[src/rtl/core/mfx_pkg.sv]
// Package: shared types and constants for the Manchester frame transmitter.
`timescale 1ns / 1ps

package mfx_pkg;

  // Configuration port geometry
  localparam int CFG_IDX_W  = 2;
  localparam int CFG_DATA_W = 4;

  // Configuration register indexes
  localparam logic [CFG_IDX_W-1:0] CFG_PREAMBLE  = 2'd0;
  localparam logic [CFG_IDX_W-1:0] CFG_POSTAMBLE = 2'd1;

  // Register limits and reset values
  localparam logic [3:0] PREAMBLE_MAX    = 4'd12;
  localparam logic [3:0] POSTAMBLE_MAX   = 4'd11;
  localparam logic [3:0] PREAMBLE_RESET  = 4'd10;
  localparam logic [3:0] POSTAMBLE_RESET = 4'd4;

  // Index of the last data bit in a byte; bits are sent LSB first
  localparam logic [3:0] LAST_DATA_BIT = 4'd7;

  // One classified byte, ready for the serializer
  typedef struct packed {
    logic [7:0] data;
    logic [3:0] pre;   // preamble one bits, zero when not frame start
    logic [3:0] post;  // postamble zero bits, valid when closing
    logic       close; // frame end: postamble plus trailing low half-bit
  } job_t;

endpackage

[src/rtl/core/mfx_front.sv]
// Front end: configuration registers and classification of incoming bytes.
`timescale 1ns / 1ps

module mfx_front (
  input  logic                            clk,
  input  logic                            rst_n,
  input  logic                            cfg_we,
  input  logic [mfx_pkg::CFG_IDX_W-1:0]   cfg_idx,
  input  logic [mfx_pkg::CFG_DATA_W-1:0]  cfg_wdata,
  input  logic [7:0]                      in_data_byte,
  input  logic                            in_first_byte,
  input  logic                            in_last_byte,
  output mfx_pkg::job_t                   job
);

  logic [3:0] preamble_r;
  logic [3:0] postamble_r;
  logic [3:0] pre_sat;
  logic [3:0] post_sat;

  // Configuration registers; unknown indexes are dropped
  always_ff @(posedge clk) begin
    if (!rst_n) begin
      preamble_r  <= mfx_pkg::PREAMBLE_RESET;
      postamble_r <= mfx_pkg::POSTAMBLE_RESET;
    end else if (cfg_we) begin
      unique case (cfg_idx)
        mfx_pkg::CFG_PREAMBLE:  preamble_r  <= cfg_wdata;
        mfx_pkg::CFG_POSTAMBLE: postamble_r <= cfg_wdata;
        default: ;
      endcase
    end
  end

  // Clamp counts to their legal range
  assign pre_sat  = (preamble_r > mfx_pkg::PREAMBLE_MAX) ? mfx_pkg::PREAMBLE_MAX : preamble_r;
  assign post_sat = (postamble_r > mfx_pkg::POSTAMBLE_MAX) ? mfx_pkg::POSTAMBLE_MAX
                                                           : postamble_r;

  // Build the job descriptor
  always_comb begin
    job.data  = in_data_byte;
    job.pre   = in_first_byte ? pre_sat : 4'd0;
    job.post  = in_last_byte ? post_sat : 4'd0;
    job.close = in_last_byte;
  end

endmodule

[src/rtl/core/mfx_job_fifo.sv]
// Short job queue between front end and serializer.
`timescale 1ns / 1ps

module mfx_job_fifo #(
  parameter int DEPTH = 2
) (
  input  logic          clk,
  input  logic          rst_n,
  input  logic          wr_en,
  input  mfx_pkg::job_t wr_job,
  output logic          full,
  input  logic          rd_en,
  output mfx_pkg::job_t rd_job,
  output logic          empty
);

  localparam int AW = (DEPTH > 1) ? $clog2(DEPTH) : 1;
  localparam int CW = $clog2(DEPTH + 1);
  localparam logic [AW-1:0] LAST_PTR = AW'(DEPTH - 1);
  localparam logic [CW-1:0] FULL_CNT = CW'(DEPTH);

  mfx_pkg::job_t   mem_r [DEPTH];
  logic [AW-1:0]   wr_ptr_r;
  logic [AW-1:0]   rd_ptr_r;
  logic [CW-1:0]   cnt_r;
  logic            do_wr;
  logic            do_rd;

  assign full   = (cnt_r == FULL_CNT);
  assign empty  = (cnt_r == '0);
  assign do_wr  = wr_en && !full;
  assign do_rd  = rd_en && !empty;
  assign rd_job = mem_r[rd_ptr_r];

  // Storage
  always_ff @(posedge clk) begin
    if (do_wr) begin
      mem_r[wr_ptr_r] <= wr_job;
    end
  end

  // Pointers and fill count
  always_ff @(posedge clk) begin
    if (!rst_n) begin
      wr_ptr_r <= '0;
      rd_ptr_r <= '0;
      cnt_r    <= '0;
    end else begin
      if (do_wr) begin
        wr_ptr_r <= (wr_ptr_r == LAST_PTR) ? '0 : wr_ptr_r + AW'(1);
      end
      if (do_rd) begin
        rd_ptr_r <= (rd_ptr_r == LAST_PTR) ? '0 : rd_ptr_r + AW'(1);
      end
      if (do_wr && !do_rd) begin
        cnt_r <= cnt_r + CW'(1);
      end else if (do_rd && !do_wr) begin
        cnt_r <= cnt_r - CW'(1);
      end
    end
  end

  // Fill count never exceeds depth
  a_cnt_bound: assert property (@(posedge clk) disable iff (!rst_n)
    cnt_r <= FULL_CNT) else $error("job queue count overflow");

  // A read while holding one entry and no write leaves the queue empty
  a_drain: assert property (@(posedge clk) disable iff (!rst_n)
    (do_rd && !do_wr && cnt_r == CW'(1)) |=> empty) else $error("job queue drain");

  // A write to an empty queue makes it non-empty
  a_fill: assert property (@(posedge clk) disable iff (!rst_n)
    (do_wr && empty) |=> !empty) else $error("job queue fill");

endmodule

[src/rtl/core/mfx_serializer.sv]
// Back end: Manchester serializer with output register.
`timescale 1ns / 1ps

module mfx_serializer (
  input  logic          clk,
  input  logic          rst_n,
  input  mfx_pkg::job_t q_job,
  input  logic          q_empty,
  output logic          q_pop,
  output logic          out_empty,
  input  logic          out_pop,
  output logic          out_line_level,
  output logic          out_run_end
);

  localparam logic [2:0] PH_IDLE = 3'd0;
  localparam logic [2:0] PH_PRE  = 3'd1;
  localparam logic [2:0] PH_DATA = 3'd2;
  localparam logic [2:0] PH_POST = 3'd3;
  localparam logic [2:0] PH_TAIL = 3'd4;

  logic [2:0]    phase_r, phase_nxt;
  logic [3:0]    cnt_r, cnt_nxt;
  logic          half_r, half_nxt;
  mfx_pkg::job_t job_r;
  logic          out_valid_r, out_valid_nxt;
  logic          level_r;
  logic          run_end_r;
  logic          room;
  logic          emit;
  logic          level;
  logic          run_end;

  // Output register has room when empty or being drained
  assign room  = !out_valid_r || out_pop;
  assign emit  = (phase_r != PH_IDLE) && room;
  assign q_pop = (phase_r == PH_IDLE) && !q_empty;

  // Half-bit level for the current position
  always_comb begin
    level   = 1'b0;
    run_end = 1'b0;
    unique case (phase_r)
      PH_PRE:  level = !half_r;
      PH_DATA: begin
        level   = job_r.data[cnt_r[2:0]] ^ half_r;
        run_end = half_r && (cnt_r == mfx_pkg::LAST_DATA_BIT) && !job_r.close;
      end
      PH_POST: level = half_r;
      PH_TAIL: run_end = 1'b1;
      default: ;
    endcase
  end

  // Sequencer next state
  always_comb begin
    phase_nxt = phase_r;
    cnt_nxt   = cnt_r;
    half_nxt  = half_r;
    unique case (phase_r)
      PH_IDLE: begin
        if (!q_empty) begin
          phase_nxt = (q_job.pre != 4'd0) ? PH_PRE : PH_DATA;
          cnt_nxt   = 4'd0;
          half_nxt  = 1'b0;
        end
      end
      PH_PRE: begin
        if (emit) begin
          half_nxt = !half_r;
          if (half_r) begin
            if (cnt_r == job_r.pre - 4'd1) begin
              phase_nxt = PH_DATA;
              cnt_nxt   = 4'd0;
            end else begin
              cnt_nxt = cnt_r + 4'd1;
            end
          end
        end
      end
      PH_DATA: begin
        if (emit) begin
          half_nxt = !half_r;
          if (half_r) begin
            if (cnt_r == mfx_pkg::LAST_DATA_BIT) begin
              cnt_nxt = 4'd0;
              if (!job_r.close) begin
                phase_nxt = PH_IDLE;
              end else if (job_r.post != 4'd0) begin
                phase_nxt = PH_POST;
              end else begin
                phase_nxt = PH_TAIL;
              end
            end else begin
              cnt_nxt = cnt_r + 4'd1;
            end
          end
        end
      end
      PH_POST: begin
        if (emit) begin
          half_nxt = !half_r;
          if (half_r) begin
            if (cnt_r == job_r.post - 4'd1) begin
              phase_nxt = PH_TAIL;
            end else begin
              cnt_nxt = cnt_r + 4'd1;
            end
          end
        end
      end
      PH_TAIL: begin
        if (emit) begin
          phase_nxt = PH_IDLE;
        end
      end
      default: phase_nxt = PH_IDLE;
    endcase
  end

  // Output register valid tracking
  always_comb begin
    out_valid_nxt = out_valid_r;
    if (emit) begin
      out_valid_nxt = 1'b1;
    end else if (out_pop) begin
      out_valid_nxt = 1'b0;
    end
  end

  // Control state
  always_ff @(posedge clk) begin
    if (!rst_n) begin
      phase_r     <= PH_IDLE;
      cnt_r       <= 4'd0;
      half_r      <= 1'b0;
      out_valid_r <= 1'b0;
    end else begin
      phase_r     <= phase_nxt;
      cnt_r       <= cnt_nxt;
      half_r      <= half_nxt;
      out_valid_r <= out_valid_nxt;
    end
  end

  // Payload registers
  always_ff @(posedge clk) begin
    if (q_pop) begin
      job_r <= q_job;
    end
    if (emit) begin
      level_r   <= level;
      run_end_r <= run_end;
    end
  end

  assign out_empty      = !out_valid_r;
  assign out_line_level = level_r;
  assign out_run_end    = run_end_r;

  // Preamble phase only with a nonzero preamble count
  a_pre_nonzero: assert property (@(posedge clk) disable iff (!rst_n)
    (phase_r == PH_PRE) |-> (job_r.pre != 4'd0)) else $error("preamble without count");

  // Postamble and tail only for a frame-closing byte
  a_post_close: assert property (@(posedge clk) disable iff (!rst_n)
    (phase_r == PH_POST || phase_r == PH_TAIL) |-> job_r.close)
    else $error("postamble on non-closing byte");

  // Bit index stays within a byte during data
  a_data_idx: assert property (@(posedge clk) disable iff (!rst_n)
    (phase_r == PH_DATA) |-> (cnt_r <= mfx_pkg::LAST_DATA_BIT)) else $error("data index range");

  // The trailing half-bit ends the run and returns to idle
  a_tail_end: assert property (@(posedge clk) disable iff (!rst_n)
    (emit && phase_r == PH_TAIL) |=> (phase_r == PH_IDLE && out_run_end))
    else $error("tail did not close run");

endmodule

[src/rtl/core/manchester_frame_transmitter_top.sv]
// Path: bytes enter the job queue, which takes pushes while the serializer is busy, then
//   its job register; each half-bit level is registered in the output register.
// Per byte: job load, 16 data half-bits, two per preamble and postamble bit, and a
//   trailing low half-bit; one level per cycle while the output register has room.
// Reset (synchronous, rst_n low): queues empty, preamble count 10, postamble count 4.
`timescale 1ns / 1ps

module manchester_frame_transmitter_top #(
  parameter int JOB_DEPTH = 2
) (
  input  logic                            clk,
  input  logic                            rst_n,
  input  logic                            cfg_we,
  input  logic [mfx_pkg::CFG_IDX_W-1:0]   cfg_idx,
  input  logic [mfx_pkg::CFG_DATA_W-1:0]  cfg_wdata,
  input  logic                            in_push,
  output logic                            in_full,
  input  logic [7:0]                      in_data_byte,
  input  logic                            in_first_byte,
  input  logic                            in_last_byte,
  output logic                            out_empty,
  input  logic                            out_pop,
  output logic                            out_line_level,
  output logic                            out_run_end
);

  mfx_pkg::job_t new_job;
  mfx_pkg::job_t q_job;
  logic          q_empty;
  logic          q_pop;

  // Classify incoming bytes
  mfx_front u_front (
    .clk           (clk),
    .rst_n         (rst_n),
    .cfg_we        (cfg_we),
    .cfg_idx       (cfg_idx),
    .cfg_wdata     (cfg_wdata),
    .in_data_byte  (in_data_byte),
    .in_first_byte (in_first_byte),
    .in_last_byte  (in_last_byte),
    .job           (new_job)
  );

  // Decoupling queue
  mfx_job_fifo #(
    .DEPTH (JOB_DEPTH)
  ) u_fifo (
    .clk    (clk),
    .rst_n  (rst_n),
    .wr_en  (in_push),
    .wr_job (new_job),
    .full   (in_full),
    .rd_en  (q_pop),
    .rd_job (q_job),
    .empty  (q_empty)
  );

  // Serialize half-bit levels
  mfx_serializer u_ser (
    .clk            (clk),
    .rst_n          (rst_n),
    .q_job          (q_job),
    .q_empty        (q_empty),
    .q_pop          (q_pop),
    .out_empty      (out_empty),
    .out_pop        (out_pop),
    .out_line_level (out_line_level),
    .out_run_end    (out_run_end)
  );

endmodule

[config.mk]
export PLATFORM = sky130hd
export DESIGN_NAME = manchester_frame_transmitter_top
export DESIGN_NICKNAME = d
export VERILOG_FILES = /design/src/rtl/core/mfx_pkg.sv /design/src/rtl/core/mfx_front.sv /design/src/rtl/core/mfx_job_fifo.sv /design/src/rtl/core/mfx_serializer.sv /design/src/rtl/core/manchester_frame_transmitter_top.sv
export SDC_FILE = /design/constraint.sdc
export NUM_CORES = 1
export LEC_CHECK = 0
export BUFFER_PORTS_ARGS = -buffer_cell sky130_fd_sc_hd__buf_2
export CORE_AREA = 2 2 101 103
export CTS_BUF_LIST = sky130_fd_sc_hd__clkbuf_4 sky130_fd_sc_hd__clkbuf_8
export DETAILED_ROUTE_END_ITERATION = 6
export DIE_AREA = 0 0 103 105
export HOLD_SLACK_MARGIN = 0.12
export PLACE_DENSITY = 0.55
export SYNTH_ARGS = -nofsm -noshare
export SYNTH_HDL_FRONTEND = slang
export SYNTH_SLANG_ARGS = --single-unit
[constraint.sdc]
create_clock -name clk -period 2.05 [get_ports clk]
set_clock_uncertainty 0.05 [all_clocks]
set_input_delay 0.205 -clock clk [delete_from_list [all_inputs] [get_ports clk]]
set_output_delay 0.205 -clock clk [all_outputs]
set_load 0.02 [all_outputs]
After elaboration in Yosys (flattened, before gate mapping):

Memories as Yosys holds them, arrays and structs flattened. A register that Yosys moved wholly into a read port is not among the register bits.
Cells that the tools add are included.

* add/sub/neg operators: 7
* magnitude comparators: 3
* equal/unequal tests: 22
* muxes and demuxes: 47
* bitwise gates (word level): 1
* reduce and logical (&&, ||, !) cells: 32

Operator list (number)
* $mux 4: 14
* $mux 3: 13
* $ne 2x1->1 const B: 11
* $pmux 4 s4: 1
* $pmux 3 s5: 1
* $reduce_bool 4->1: 3
* $mux 1: 11
* $reduce_and 11->1: 1
* $reduce_and 9->1: 1
* $eq 4x4->1: 2
* $gt 4x4->1 const B: 2
* $logic_and 1x1->1: 8
* $sub 4x1->4 const B: 2
* $logic_not 1->1: 7
* $eq 3x2->1 const B: 2
* $mux 2: 3
* $reduce_bool 2->1: 3
* $add 4x1->4 const B: 1
* $eq 4x3->1 const B: 1
* $logic_not 2->1: 2
* $lt 3x4->1 const B: 1
* $ne 2x2->1 const B: 2
* $pmux 1 s2: 2
* $reduce_and 2->1: 2
* 15 further kinds: 16

* register bits after elaboration: 40
* RAM bits: 34
* input bits: 21
* output and inout port bits: 4
* logic and storage cells: 128
* memories kept: 1

Memories
* u_fifo.mem_r: words 2, bits a word 17, read ports 1, clocked after Yosys merged registers in 1, wr ports 1, line mfx_job_fifo.sv:22 `mfx_pkg::job_t mem_r [DEPTH];`

Depth between registers and ports, before layout:

* depth in word-level cells: 7
* gate-level depth with buffers: 7

Cells and area by module:

Synthesis repeated with hierarchy kept, for this count alone.

* cell total of the unflattened synthesis: 275
* area, all modules: 3514.6 um^2

Modules (own cells, without submodules)
* mfx_serializer: times used 1, cells an instance 143, area each 1584.0 um^2
* mfx_job_fifo: times used 1, cells an instance 78, area each 1458.9 um^2
* mfx_front: times used 1, cells an instance 54, area each 471.7 um^2

Least setup slack after synthesis:

OpenSTA, ideal clock, no wires.

* kind: register -> register
* start: reg u_ser.job_r[5] (netlist name)
* end: reg u_ser.cnt_r[0]
* arrival time: 1.868 ns
* data required time: 1.908 ns
* path slack: 0.040 ns
* stages on the path, launching flop included: 8
* path through: edfxtp_1 inv_1 ha_1 xnor2_1 nor3_1 a311oi_2 or3b_1 o32ai_1

* longest elaborated chain between the ends: 6

RTL lines
* start: declaration: line mfx_serializer.sv:25 `mfx_pkg::job_t job_r;`
* start signal: assignment: line mfx_serializer.sv:149 `job_r <= q_job;`
* $sub 4x1->4: line mfx_serializer.sv:72 `if (cnt_r == job_r.pre - 4'd1) begin`
* $eq 4x4->1: line mfx_serializer.sv:72
* $mux 4: line mfx_serializer.sv:72
* $mux 4: line mfx_serializer.sv:71 `if (half_r) begin`
* $mux 4: line mfx_serializer.sv:69 `if (emit) begin`
* $pmux 4 s4: line mfx_serializer.sv:60 `unique case (phase_r)`
* end signal: assignment: line mfx_serializer.sv:140 `cnt_r <= cnt_nxt;`
* end: declaration: line mfx_serializer.sv:23 `logic [3:0] cnt_r, cnt_nxt;`

No other way between the ends. The select of a mux whose other input is x is not followed.
A chain may end at the register's enable or synchronous reset.

Worst setup path after layout:

* start: reg u_ser.job_r[6] (netlist name)
* end: reg u_ser.cnt_r[0]

Same word-level chain as after synthesis.

==> results.json <==
{
  "status": "finished, final reports clean",
  "totalPowerFinal_mw": 5.32,
  "synthesis.nets": 280,
  "ys_types": 47,
  "grt_max_degree": 19,
  "dp_cells": 424,
  "dieArea_um2": 10800,
  "clk_path_buf_depth": 2,
  "drt_iter0_drc": 72,
  "root_buffer": "clkbuf_8",
  "ys_seq_area_share_pct": 61.6,
  "fmax_mhz": 497,
  "worstSkewPairLatency_ps": 350,
  "clk_pin_slew_ps": 80,
  "globalplace.congestion": 0.749,
  "layout.cells.non_filler": 458,
  "syn_inst": 254,
  "synthFlopType": "edfxtp_1",
  "nets": 346,
  "antenna_cells": 0,
  "rsz0062_at_grt": "yes",
  "crit_path_max_fanout": 4,
  "maxSlewHeadroom_pct": 67.3,
  "min_path_type": "input port to flip-flop",
  "numClockSinks": 75,
  "die-width_um": 103,
  "die_h_um": 105,
  "dpl.hpwl_um": 4200,
  "synthTopCellsByArea": "edfxtp_1 (48%), dfxtp_1 (13%), mux2_2 (5.8%)",
  "route.detailed.drc": 0,
  "peakVddDrop_v": 0.000607,
  "ys_warn_count": 0,
  "cts_tree": "yes",
  "drive_gt1_share_pct": 29.2,
  "crit_arrival_ps": 2230,
  "syn_to_final_growth_pct": 25.9,
  "grt_antenna_before_repair": 0,
  "ys_ff_latch": 75,
  "finalCoreUtilization_pct": 43.1,
  "rows": 36,
  "drtPass1Iterations": 4,
  "core_um2": 9640,
  "synth_area_per_cell_um2": 13.0,
  "worstSetupStartpointType": "flip-flop",
  "finalSetupViolCount": 0,
  "power_density_nw_per_um2": 1280,
  "hold_viol": 0,
  "cts_buffers": 9,
  "avgViaCountPerCell": 4.62,
  "yosys.area.top_type": "edfxtp_1",
  "wl_per_cell_um": 13.5,
  "overflow": 0,
  "synthArstFlopShare_pct": 0,
  "worst_pin_slew_ps": 489,
  "grt_pass1_vias": 2187,
  "finalMaxSlewViolations": 0,
  "vias": 2117,
  "start_util_pct": 34.2,
  "num-fill-cells": 941,
  "syn_area_um2": 3300,
  "wl_um": 6170,
  "ant_nets": 0,
  "synth_common_cells": "edfxtp_1 (53), dfxtp_1 (22), nor2_1 (19)",
  "worstPathRequired_ps": 2270,
  "port_buffers": 24,
  "yosysMostFrequentCell": "edfxtp_1",
  "critical_path_class": "flip-flop to flip-flop",
  "end_kind": "flip-flop",
  "synth_edf_count": 53,
  "fin_crit_sh_pct": 98.2,
  "synth.top_cell.area_share_pct": 48.2,
  "h-tree-depth": 3,
  "io_pins": 25,
  "power.leakage_nw": 1.58,
  "setup_tns_ps": 0,
  "cap_violations": 0,
  "track_usage_pct": 12.8,
  "grt_pass1_wl_um": 10400,
  "fin_crit_ps": 2010
}
==> final timing paths <==
| path | cells after the start | slack (ps) | to | startpoint |
|---|---|---|---|---|
| worst max register to register | 7 | 40 | u_ser.cnt_r[0]$_SDFFE_PN0P_ | u_ser.job_r[6]$_DFFE_PP_ |
| worst max-delay path | 7 | 40 | u_ser.cnt_r[0]$_SDFFE_PN0P_ | u_ser.job_r[6]$_DFFE_PP_ |
| worst min-delay path | 3 | 140 | u_ser.out_valid_r$_SDFFE_PN0P_ | out_pop |
| worst min register to register | 2 | 470 | u_front.preamble_r[0]$_SDFFE_PN0P_ | u_front.preamble_r[0]$_SDFFE_PN0P_ |
==> worst max-delay path, cell delays in order (launching register included) <==
cell and delay [ps]:
edfxtp_1 410, inv_1 80, ha_1 230, xnor2_1 150, nor3_1 100, a311oi_2 220, or3b_4 430, o32ai_2 250
==> cell usage in the layout, fill, tap and decap left out, drive strengths merged, types with 7 or more instances in the layout <==
cell type	instances
clkbuf	9
xnor2	8
inv	14
a21oi	10
edfxtp	53
o21ai	7
xor2	7
dfxtp	22
mux2i	9
nor2	19
dlygate4sd3	16
nor3	7
nand2	10
mux2	17
buf	50
==> cell type report <==
type                    count  area [µm²]  share of cell area [%]
clock buffers               9         124                    2.98
clock inverters             7         100                    2.41
inverters                  12        45.0                    1.08
multi-input cells         156        1200                    28.9
flip-flops and latches     75        2030                    48.9
well taps                 133         166                    4.00
repair buffers             66         488                    11.7
==> report_power, final <==
part	internal (mW)	leakage, nW	switching, mW	total (mW)
Sequential	2.07	0.680	0.170	2.24
Clock	0.695	0.109	0.569	1.26
Combinational	0.911	0.787	0.897	1.81
==> registers in the layout (all words and copies together), names as in the netlist, 2 cells and up, named ones only <==
register and count:
u_ser.cnt_r 4, u_fifo.cnt_r 2, u_ser.job_r 17, u_front.postamble_r 4
u_fifo.mem_r 34, u_ser.phase_r 3, u_front.preamble_r 4
==> kinds of logic after synthesis <==
logic type               after synthesis  share of synthesized area, %
flip-flops                            75                          61.6
buffers and inverters                 23                          2.88
adder cells (fa/ha/maj)                5                          1.90
multiplexers                          28                          9.89
AND/OR/NAND/NOR                       71                          11.8
XOR/XNOR                              16                          4.70
AO/OA/AOI/OAI                         36                          7.32
==> routing by layer <==
metal  wire, µm  vias to the layer above  track usage, %
met5          0                        -               0
met4        101                        0            5.26
met3        282                       12            4.68
met2       2980                       39            20.1
met1       2810                     1003            15.7
li1           -                     1063               -
==> per-stage QoR <==
step	cell area, µm²	setup slack, ps	hold WS [ps]
final	4160	37.6	139
after global routing	4160	-66.7	163
after CTS	4120	3.03	129
after detailed placement	3730	-20.0	349
after global placement	3730	45.6	344
after floorplan	3300	39.8	254
==> what timing repair did <==
item / 4_1_cts / 5_1_grt
pin swaps: 0 / 2
endpoints found under the hold margin: 26 / 0
setup endpoints to repair: 1 / 6
hold buffers: 16 / 0
buffers inserted: 0 / 2
gates resized for setup: 2 / 6
No activity file was read; power rests on OpenSTA's default activity.
